<file path="src/design/frame_pacing_controller_core_assert.svh">
// assertion macros shared by the pacing controller
`ifndef FRAME_PACING_CONTROLLER_CORE_ASSERT_SVH
`define FRAME_PACING_CONTROLLER_CORE_ASSERT_SVH

// same-cycle implication, sampled on clock, off during reset
`define FPC_ASSERT_IMPLY(label, cond, expr) \
   label: assert property (@(posedge clock) disable iff (reset) (cond) |-> (expr)) \
      else $error("pacing controller check failed");

// next-cycle implication, sampled on clock, off during reset
`define FPC_ASSERT_NEXT(label, cond, expr) \
   label: assert property (@(posedge clock) disable iff (reset) (cond) |=> (expr)) \
      else $error("pacing controller check failed");

`endif

</file>
<file path="src/design/fpc_pkg.sv">
`default_nettype none
package fpc_pkg;

   localparam int RATE_W  = 10;
   localparam int SKIP_W  = 8;
   localparam int WAIT_W  = 16;
   localparam int TIME_W  = 32;
   localparam int FRAME_W = 32;
   localparam int COUNT_W = 16;
   localparam int DIV_W   = 26;
   localparam int DIV_CNT_W = $clog2(DIV_W);
   localparam int CSR_IDX_W = 2;

   localparam logic [2:0] CMD_UPDATE = 3'd0;
   localparam logic [2:0] CMD_RENDER = 3'd1;
   localparam logic [2:0] CMD_SYNC   = 3'd2;
   localparam logic [2:0] CMD_WAIT   = 3'd3;
   localparam logic [2:0] CMD_PAUSE  = 3'd4;
   localparam logic [2:0] CMD_PLAY   = 3'd5;
   localparam logic [2:0] CMD_STEP   = 3'd6;

   localparam logic [CSR_IDX_W-1:0] CSR_FPS      = 2'd0;
   localparam logic [CSR_IDX_W-1:0] CSR_MAX_SKIP = 2'd1;
   localparam logic [CSR_IDX_W-1:0] CSR_MAX_WAIT = 2'd2;

   localparam logic [RATE_W-1:0]  FPS_RESET      = 10'd60;
   localparam logic [WAIT_W-1:0]  MAX_WAIT_RESET = 16'd500;
   localparam logic [FRAME_W-1:0] FRAME_MAX      = 32'h7FFF_FFFF;
   localparam logic [COUNT_W-1:0] COUNT_MAX      = 16'hFFFF;
   localparam logic [TIME_W-1:0]  MSEC_PER_SEC   = 32'd1000;
   localparam logic [TIME_W-1:0]  FAR_FACTOR     = 32'd10;

   typedef struct packed {
      logic [2:0]        command;
      logic [TIME_W-1:0] now_msec;
   } req_type;

   typedef struct packed {
      logic                      go;
      logic [WAIT_W-1:0]         wait_msec;
      logic signed [FRAME_W-1:0] app_frames;
      logic signed [FRAME_W-1:0] game_frames;
      logic [COUNT_W-1:0]        updates_last_second;
      logic [COUNT_W-1:0]        renders_last_second;
      logic                      paused;
   } rsp_type;

   typedef struct packed {
      logic busy;
      logic done;
   } div_stat_type;

   typedef enum logic [1:0] {
      ST_IDLE,
      ST_DIV,
      ST_FAR,
      ST_EXEC
   } state_type;

endpackage
`default_nettype wire

</file>
<file path="src/design/fpc_div.sv">
`default_nettype none
module fpc_div
   import fpc_pkg::*;
(
   input  wire logic               clock,
   input  wire logic               reset,
   input  wire logic               start,
   input  wire logic [DIV_W-1:0]   dividend,
   input  wire logic [RATE_W-1:0]  divisor,
   output div_stat_type            stat,
   output logic [DIV_W-1:0]        quotient
);

   logic [DIV_W-1:0]     quo_ff, quo_in;
   logic [RATE_W-1:0]    rem_ff, rem_in;
   logic [RATE_W-1:0]    dvs_ff, dvs_in;
   logic [DIV_CNT_W-1:0] cnt_ff, cnt_in;
   logic                 busy_ff, busy_in;
   logic                 done_ff, done_in;
   logic [RATE_W:0]      trial;
   logic                 fits;

   // restoring divide, one quotient bit a cycle
   assign trial = {rem_ff, quo_ff[DIV_W-1]};
   assign fits  = trial >= {1'b0, dvs_ff};

   always_comb begin
      quo_in  = quo_ff;
      rem_in  = rem_ff;
      dvs_in  = dvs_ff;
      cnt_in  = cnt_ff;
      busy_in = busy_ff;
      done_in = 1'b0;
      if (start) begin
         quo_in  = dividend;
         rem_in  = '0;
         dvs_in  = divisor;
         cnt_in  = '0;
         busy_in = 1'b1;
      end else if (busy_ff) begin
         rem_in = fits ? RATE_W'(trial - {1'b0, dvs_ff}) : trial[RATE_W-1:0];
         quo_in = {quo_ff[DIV_W-2:0], fits};
         cnt_in = cnt_ff + 1'b1;
         if (cnt_ff == DIV_CNT_W'(DIV_W - 1)) begin
            busy_in = 1'b0;
            done_in = 1'b1;
         end
      end
   end

   always_ff @(posedge clock) begin
      if (reset) begin
         busy_ff <= 1'b0;
         done_ff <= 1'b0;
         cnt_ff  <= '0;
      end else begin
         busy_ff <= busy_in;
         done_ff <= done_in;
         cnt_ff  <= cnt_in;
      end
      quo_ff <= quo_in;
      rem_ff <= rem_in;
      dvs_ff <= dvs_in;
   end

   assign stat.busy = busy_ff;
   assign stat.done = done_ff;
   assign quotient  = quo_ff;

endmodule
`default_nettype wire

</file>
<file path="src/design/frame_pacing_controller_core.sv">
// frame pacing controller: one request beat carries a command and the current
// millisecond time, and each request gives exactly one response beat with the
// frame counters, the latched per-second counts, the pause flag, a go bit and,
// for wait queries, the milliseconds to the next deadline. update, sync, pause,
// play, step and the unused command go from the request beat through the exec
// state into the response register; render and wait query first start a
// shared restoring divider that works out 1000*updates/rate or 1000/rate one
// quotient bit a cycle, then pass a state that sees it finish and one that
// scales the far-behind bound before the same exec step. one request is in
// work at a time: req_ready is high only while the sequencer is idle, and a
// finished response sits in its output register so the next request can be
// taken while it waits for rsp_ready. csr writes take effect at once; writing
// the frame rate clears the next deadline. a rate of zero is treated as one.
`default_nettype none
`include "frame_pacing_controller_core_assert.svh"
module frame_pacing_controller_core
   import fpc_pkg::*;
(
   input  wire logic                 clock,
   input  wire logic                 reset,
   input  wire logic                 req_valid,
   output logic                      req_ready,
   input  wire req_type              req_data,
   output logic                      rsp_valid,
   input  wire logic                 rsp_ready,
   output rsp_type                   rsp_data,
   input  wire logic                 csr_we,
   input  wire logic [CSR_IDX_W-1:0] csr_index,
   input  wire logic [WAIT_W-1:0]    csr_wdata
);

   // saturating frame counter step, -1 rolls to 0
   function automatic logic [FRAME_W-1:0] frame_inc(input logic [FRAME_W-1:0] c);
      frame_inc = (c == FRAME_MAX) ? c : c + 1'b1;
   endfunction

   // sequencer
   state_type state_ff, state_in;

   // captured request
   logic [2:0]        cmd_ff, cmd_in;
   logic [TIME_W-1:0] now_ff, now_in;
   logic [TIME_W-1:0] far_ff, far_in;

   // configuration
   logic [RATE_W-1:0] fps_ff, fps_in;
   logic [SKIP_W-1:0] max_skip_ff, max_skip_in;
   logic [WAIT_W-1:0] max_wait_ff, max_wait_in;

   // pacing state
   logic [FRAME_W-1:0] app_ff, app_in;
   logic [FRAME_W-1:0] game_ff, game_in;
   logic [COUNT_W-1:0] upd_cnt_ff, upd_cnt_in;
   logic [COUNT_W-1:0] rnd_cnt_ff, rnd_cnt_in;
   logic [COUNT_W-1:0] upd_lat_ff, upd_lat_in;
   logic [COUNT_W-1:0] rnd_lat_ff, rnd_lat_in;
   logic [SKIP_W-1:0]  skip_run_ff, skip_run_in;
   logic               pause_ff, pause_in;
   logic               step_ff, step_in;
   logic [TIME_W-1:0]  win_start_ff, win_start_in;
   logic [TIME_W-1:0]  deadline_ff, deadline_in;

   // response register
   logic    rsp_valid_ff, rsp_valid_in;
   rsp_type rsp_data_ff, rsp_data_in;

   // shared divider
   logic              div_start;
   logic [DIV_W-1:0]  div_dividend;
   logic [RATE_W-1:0] div_divisor;
   logic [DIV_W-1:0]  div_quot;
   div_stat_type      div_stat;

   // datapath terms
   logic [TIME_W-1:0] quot32;
   logic [TIME_W-1:0] elapsed;
   logic [TIME_W-1:0] ahead;
   logic [TIME_W-1:0] behind;
   logic              skip_ok;
   logic              go;
   logic [WAIT_W-1:0] wait_val;
   logic              out_free;

   fpc_div u_div (
      .clock    (clock),
      .reset    (reset),
      .start    (div_start),
      .dividend (div_dividend),
      .divisor  (div_divisor),
      .stat     (div_stat),
      .quotient (div_quot)
   );

   // render uses 1000*updates, wait uses 1000 alone
   assign div_divisor  = (fps_ff == '0) ? RATE_W'(1) : fps_ff;
   assign div_dividend = (req_data.command == CMD_RENDER)
                         ? DIV_W'(upd_cnt_ff) * DIV_W'(MSEC_PER_SEC)
                         : DIV_W'(MSEC_PER_SEC);

   assign quot32   = TIME_W'(div_quot);
   assign elapsed  = now_ff - win_start_ff;
   assign ahead    = deadline_ff - now_ff;
   assign behind   = now_ff - deadline_ff;
   // skip while behind schedule but not ten times behind, and within the run limit
   assign skip_ok  = (elapsed > quot32) && (elapsed < far_ff) && (skip_run_ff < max_skip_ff);
   assign out_free = !rsp_valid_ff || rsp_ready;

   assign req_ready = (state_ff == ST_IDLE);

   always_comb begin
      state_in     = state_ff;
      cmd_in       = cmd_ff;
      now_in       = now_ff;
      far_in       = far_ff;
      fps_in       = fps_ff;
      max_skip_in  = max_skip_ff;
      max_wait_in  = max_wait_ff;
      app_in       = app_ff;
      game_in      = game_ff;
      upd_cnt_in   = upd_cnt_ff;
      rnd_cnt_in   = rnd_cnt_ff;
      upd_lat_in   = upd_lat_ff;
      rnd_lat_in   = rnd_lat_ff;
      skip_run_in  = skip_run_ff;
      pause_in     = pause_ff;
      step_in      = step_ff;
      win_start_in = win_start_ff;
      deadline_in  = deadline_ff;
      rsp_valid_in = rsp_valid_ff && !rsp_ready;
      rsp_data_in  = rsp_data_ff;
      div_start    = 1'b0;
      go           = 1'b0;
      wait_val     = '0;

      // csr writes apply at once; user must issue them only while idle, unchecked
      if (csr_we) begin
         case (csr_index)
            CSR_FPS: begin
               fps_in      = csr_wdata[RATE_W-1:0];
               deadline_in = '0;
            end
            CSR_MAX_SKIP: max_skip_in = csr_wdata[SKIP_W-1:0];
            CSR_MAX_WAIT: max_wait_in = csr_wdata;
            default: ;
         endcase
      end

      case (state_ff)
         ST_IDLE: begin
            if (req_valid) begin
               cmd_in = req_data.command;
               now_in = req_data.now_msec;
               if (req_data.command == CMD_RENDER || req_data.command == CMD_WAIT) begin
                  div_start = 1'b1;
                  state_in  = ST_DIV;
               end else begin
                  state_in = ST_EXEC;
               end
            end
         end
         ST_DIV: begin
            if (div_stat.done) state_in = ST_FAR;
         end
         ST_FAR: begin
            // ten times the nominal elapsed time
            far_in   = TIME_W'(quot32 * FAR_FACTOR);
            state_in = ST_EXEC;
         end
         ST_EXEC: begin
            if (out_free) begin
               case (cmd_ff)
                  CMD_UPDATE: begin
                     if (!pause_ff) begin
                        go      = 1'b1;
                        game_in = frame_inc(game_ff);
                        if (step_ff) begin
                           step_in  = 1'b0;
                           pause_in = 1'b1;
                        end
                        if (upd_cnt_ff != COUNT_MAX) upd_cnt_in = upd_cnt_ff + 1'b1;
                     end
                  end
                  CMD_RENDER: begin
                     if (skip_ok) begin
                        skip_run_in = skip_run_ff + 1'b1;
                     end else begin
                        go          = 1'b1;
                        skip_run_in = '0;
                        if (rnd_cnt_ff != COUNT_MAX) rnd_cnt_in = rnd_cnt_ff + 1'b1;
                     end
                  end
                  CMD_SYNC: begin
                     app_in = frame_inc(app_ff);
                     if (elapsed >= MSEC_PER_SEC) begin
                        win_start_in = now_ff;
                        upd_lat_in   = upd_cnt_ff;
                        rnd_lat_in   = rnd_cnt_ff;
                        upd_cnt_in   = '0;
                        rnd_cnt_in   = '0;
                     end
                  end
                  CMD_WAIT: begin
                     if (!ahead[TIME_W-1]) begin
                        if (ahead > TIME_W'(max_wait_ff)) begin
                           // deadline too far ahead: resync
                           deadline_in = now_ff + quot32;
                        end else if (ahead == '0) begin
                           deadline_in = deadline_ff + quot32;
                        end else begin
                           wait_val = ahead[WAIT_W-1:0];
                        end
                     end else if (behind > quot32) begin
                        // missed by more than a frame: resync
                        deadline_in = now_ff + quot32;
                     end else begin
                        deadline_in = deadline_ff + quot32;
                     end
                  end
                  CMD_PAUSE: begin
                     step_in  = 1'b0;
                     pause_in = 1'b1;
                  end
                  CMD_PLAY: begin
                     step_in  = 1'b0;
                     pause_in = 1'b0;
                  end
                  CMD_STEP: begin
                     if (pause_ff) begin
                        pause_in = 1'b0;
                        step_in  = 1'b1;
                     end else begin
                        step_in  = 1'b0;
                        pause_in = 1'b1;
                     end
                  end
                  default: ;
               endcase
               rsp_valid_in                    = 1'b1;
               rsp_data_in.go                  = go;
               rsp_data_in.wait_msec           = wait_val;
               rsp_data_in.app_frames          = $signed(app_in);
               rsp_data_in.game_frames         = $signed(game_in);
               rsp_data_in.updates_last_second = upd_lat_in;
               rsp_data_in.renders_last_second = rnd_lat_in;
               rsp_data_in.paused              = pause_in;
               state_in                        = ST_IDLE;
            end
         end
         default: state_in = ST_IDLE;
      endcase
   end

   always_ff @(posedge clock) begin
      if (reset) begin
         state_ff     <= ST_IDLE;
         fps_ff       <= FPS_RESET;
         max_skip_ff  <= '0;
         max_wait_ff  <= MAX_WAIT_RESET;
         app_ff       <= '1;
         game_ff      <= '1;
         upd_cnt_ff   <= '0;
         rnd_cnt_ff   <= '0;
         upd_lat_ff   <= '0;
         rnd_lat_ff   <= '0;
         skip_run_ff  <= '0;
         pause_ff     <= 1'b0;
         step_ff      <= 1'b0;
         win_start_ff <= '0;
         deadline_ff  <= '0;
         rsp_valid_ff <= 1'b0;
      end else begin
         state_ff     <= state_in;
         fps_ff       <= fps_in;
         max_skip_ff  <= max_skip_in;
         max_wait_ff  <= max_wait_in;
         app_ff       <= app_in;
         game_ff      <= game_in;
         upd_cnt_ff   <= upd_cnt_in;
         rnd_cnt_ff   <= rnd_cnt_in;
         upd_lat_ff   <= upd_lat_in;
         rnd_lat_ff   <= rnd_lat_in;
         skip_run_ff  <= skip_run_in;
         pause_ff     <= pause_in;
         step_ff      <= step_in;
         win_start_ff <= win_start_in;
         deadline_ff  <= deadline_in;
         rsp_valid_ff <= rsp_valid_in;
      end
      cmd_ff      <= cmd_in;
      now_ff      <= now_in;
      far_ff      <= far_in;
      rsp_data_ff <= rsp_data_in;
   end

   assign rsp_valid = rsp_valid_ff;
   assign rsp_data  = rsp_data_ff;

   // divider is never left running while a new request can come in
   `FPC_ASSERT_IMPLY(a_idle_div_quiet, req_ready, !div_stat.busy)
   // the exec step always leaves a response beat behind
   `FPC_ASSERT_NEXT(a_exec_gives_rsp, state_ff == ST_EXEC && out_free, rsp_valid_ff)
   // frame counters only go negative at their starting value of -1
   `FPC_ASSERT_IMPLY(a_game_not_neg, game_ff[FRAME_W-1], game_ff == '1)

endmodule
`default_nettype wire

</file>
<file path="config.mk">
export PLATFORM = sky130hd
export DESIGN_NAME = frame_pacing_controller_core
export DESIGN_NICKNAME = d
export VERILOG_FILES = /design/src/design/fpc_pkg.sv /design/src/design/fpc_div.sv /design/src/design/frame_pacing_controller_core.sv
export VERILOG_INCLUDE_DIRS = /design/src /design/src/design
export SDC_FILE = /design/constraint.sdc
export NUM_CORES = 2
export LEC_CHECK = 0
export ABC_AREA = 1
export BUFFER_PORTS_ARGS = -buffer_cell sky130_fd_sc_hd__buf_2
export CAP_MARGIN = 40
export CORE_ASPECT_RATIO = 1.4
export CORE_MARGIN = 3
export CORE_UTILIZATION = 57
export CTS_CLUSTER_SIZE = 16
export DETAILED_ROUTE_END_ITERATION = 8
export GPL_TIMING_DRIVEN = 0
export PLACE_DENSITY = 0.78
export RECOVER_POWER = 25
export SYNTH_ARGS = -nofsm -noshare
export SYNTH_HDL_FRONTEND = slang
export SYNTH_SLANG_ARGS = --single-unit
</file>
<file path="constraint.sdc">
create_clock -name clock -period 4.5 [get_ports clock]
set_clock_uncertainty 0.1 [all_clocks]
set_input_delay 0.225 -clock clock [delete_from_list [all_inputs] [get_ports clock]]
set_output_delay 0.225 -clock clock [all_outputs]
set_load 0.01 [all_outputs]
</file>
==> results_dict.tcl <==
set metrics [dict create \
    status "finished with violations" \
    violations "capacitance limit, slew limit, setup timing" \
    grt_pass1_wl_um 180000 \
    yosys_warnings 0 \
    critPathMaxStageDelay_ns 0.53 \
    slew_headroom_pct -40.3 \
    pwr-share-seq_pct 30.5 \
    core-area_um2 62200 \
    start_kind "flop" \
    routedWlPerCell_um 20.0 \
    cp_cell_sequence "buf_4 -> ha_1 -> a21oi_4 -> o21ai_4 -> a21oi_1 -> nand2_2 -> a21oi_2 -> xor2_2 -> ha_1 -> nand2_1 -> nor2_2 -> nand2_4 -> nor4_4 -> buf_4 -> nand3_4 -> nand2_4 -> nand4_4 -> nand2_8 -> clkinv_8 -> buf_12 -> nand3_2 -> nand4_1 -> nand2_1 -> inv_1" \
    path_buf_inv 5 \
    rsz0062_at_grt "true" \
    utilization_pct 69.3 \
    finalSetupTns_ns -3.13 \
    hp-class "input pin to flop" \
    syn_avg_cell_area_um2 7.51 \
    grt_max_degree 88 \
    vias 35117 \
    dr.pass1.iters 8 \
    crit_type "flop to flop" \
    routabilityCongestion 1.00 \
    finalHoldViolations 0 \
    intPower_w 0.0108 \
    hold_start "csr_we" \
    cts_buffers 47 \
    combPwrFrac_pct 47.6 \
    final_area_um2 43100 \
    final_nets 5685 \
    rows 108 \
    worstMarginPinSlew_ns 2.10 \
    cp.arrival_ns 5.09 \
    worstSkewPairLatency_ns 0.63 \
    cp.required_ns 4.91 \
    io_buffers 173 \
    cts_tree "done" \
    synthTopCellsByArea "edfxtp_1 (18%), dfxtp_1 (14%), ha_1 (13%), nand2_1 (9.9%), inv_1 (7.3%)" \
    p_switching_w 0.00816 \
    ir_drop_mv 0.361 \
    grt_use_total_pct 34.9 \
    ys_async_sr_fraction_pct 0 \
    cts-root-buf "clkbuf_16" \
    power_w 0.0190 \
    num_io_pins 174 \
    syn-num-nets 5262 \
    power_density_nw_per_um2 440 \
    hpwl_um 91400 \
    finalWirelength_um 122000 \
    synth-main-ff-cell "dfxtp_1" \
    slowest_stage "edfxtp_1" \
    cts.htree.levels 2 \
    cts_buffer_depth 3 \
    final_antenna_net_count 0 \
    cap_violations 1 \
    ys_types 62 \
    p_clk_share_pct 21.9 \
    first_global_vias 33867 \
    report.final.slew_viol_count 30 \
    p_leak_nw 19.4 \
    synth_edf_count 214 \
    critical_path.top_delay_family "simple AND/OR/NAND/NOR gates" \
    switching_share_pct 43.0 \
    synthCells 4776 \
    whs_ns 0.0528 \
    setup_viol 31 \
    cts.clk_slew.worst_paths_ns 0.07 \
    cts_sinks 470 \
    placed_cell_area_um2 37900 \
    antenna_found_initial 2 \
    area_growth_pct 20.2 \
    dr.first_iter.drc_count 2938 \
    period_share_pct 104 \
    ys_seq_area_share_pct 32.2 \
    max_freq_ghz 0.213 \
    synth_area_leader_cell "edfxtp_1" \
    fillers 5041 \
    synth_seq_cells 470 \
    grt-ovfl-total 0 \
    avgViaCountPerCell 5.79 \
    end_kind "flop" \
    synth.most_common_cell "nand2_1" \
    worstReg2RegStart "now_ff[2]$_DFFE_PP_" \
    drive_gt1_share_pct 14.0 \
    start_util_pct 57.7 \
    path_max_fanout 6 \
    period_minus_slack_ns 4.68 \
    synth_top_area_share_pct 17.9 \
    die_area_um2 66000 \
    remaining_drc_errors 0 \
    die_y_um 303 \
    synthesis.area_um2 35800 \
    die_w_um 218 \
    setup_ws_ns -0.185 \
    crit_path_start "now_ff[2]$_DFFE_PP_" \
    synthTopCellsByCount "nand2_1 (949), inv_1 (700), a21oi_1 (493)" \
]
==> power by group through the flow <==
stage	Combinational [W]	Clock, W	Sequential [W]
2_1_floorplan	0.00540	0	0.00577
3_3_place_gp	0.00740	0	0.00589
3_5_place_dp	0.00759	0	0.00589
4_1_cts	0.00820	0.00416	0.00576
5_1_grt	0.00991	0.00435	0.00582
6_report	0.00903	0.00415	0.00578
==> what timing repair did <==
| item | in CTS | in global routing |
|---|---|---|
| pin swaps | 54 | 95 |
| hold endpoints to repair | 76 | 0 |
| hold buffers | 55 | 0 |
| buffers inserted | 74 | 56 |
| gates cloned | 1 | 5 |
| gates resized for setup | 202 | 290 |
| setup endpoints to repair | 145 | 89 |
==> area by class of cell <==
class	count	area [um2]	area share, %
diodes	1	2.50	0.00581
plain buffers	131	743	1.72
clock buffers	65	1380	3.20
clock inverters	23	264	0.613
inverters	714	2700	6.27
multi-input cells	3461	22800	52.9
flip-flops and latches	470	11600	26.9
well taps	825	1030	2.39
repair buffers	374	2580	5.98
==> path summary, 6_finish.rpt <==
check / end / slack, ns / cells after the start
worst min-delay path: max_skip_ff[4]$_SDFFE_PP0P_ / 0.05 / 4
worst min register to register: rnd_lat_ff[2]$_SDFFE_PP0P_ / 0.34 / 2
worst max register to register: deadline_ff[18]$_SDFF_PP0_ / -0.18 / 24
worst max-delay path: deadline_ff[18]$_SDFF_PP0_ / -0.18 / 24
==> worst min-delay path, delay by kind of cell <==
kind,cells,cell delay (ns)
AO/OA/AOI/OAI,2,0.22
AND/OR/NAND/NOR,1,0.19
buffers and inverters,1,0.12
==> metrics by stage <==
stage | setup slack, ns | std cells
after global routing | -0.285 | 6063
after CTS | -0.0942 | 6002
final | -0.185 | 6064
after detailed placement | -1.53 | 5784
after floorplan | 0.0137 | 4776
after global placement | -1.53 | 5774
==> flip-flops by register name, indices dropped and copies added, names as in the netlist, 26 cells and up <==
register,flops
win_start_ff,32
deadline_ff,32
now_ff,32
rsp_data,114
game_ff,32
app_ff,32
u_div.quotient,26
far_ff,29
==> cells in the final DEF, fill, tap and decap left out, types with 15 or more instances in the layout <==
cell type and instances:
o211ai_1 46, a21oi_1 441, ha_4 21, o21ai_2 20
buf_2 74, nand2_1 889, nand3_1 210, nand2_2 61
a21oi_2 42, nand2_4 26, buf_4 130, clkbuf_1 202
a31oi_1 19, xor2_2 18, xnor2_1 74, nor2_4 28
fa_1 54, clkbuf_16 55, dlygate4sd3_1 55, nor3_1 59
xor2_1 109, dfxtp_1 240, buf_6 24, a21oi_4 15
o21ai_0 269, inv_1 690, nand4_1 60, a21o_1 16
ha_1 335, edfxtp_1 214, o22ai_1 19, nor2_2 21
o21ai_1 33, nand3_2 28, nor2_1 364, dfxtp_4 15
==> layer usage <==
layer	GRT usage [%]	wire [um]	share of wire (%)	up-vias
li1	-	-	-	16731
met1	38.3	42900	35	16311
met2	62.4	59800	49	1556
met3	4.02	8080	6.7	519
met4	25.0	10600	8.8	0
met5	0	0	0	-
==> cell families (layout without fill, tap and decap cells) <==
kind of cell / count (synthesis) / in the layout / share of synthesized area, %
simple gates: 1824 / 1824 / 21.9
compound gates: 1000 / 1000 / 15.2
buf+inv: 845 / 1307 / 9.28
flops: 470 / 470 / 32.2
fa+ha+maj: 428 / 428 / 16.2
xor+xnor: 209 / 209 / 5.13
other cells: 0 / 1 / 0
No activity file was read; power rests on OpenSTA's default activity.
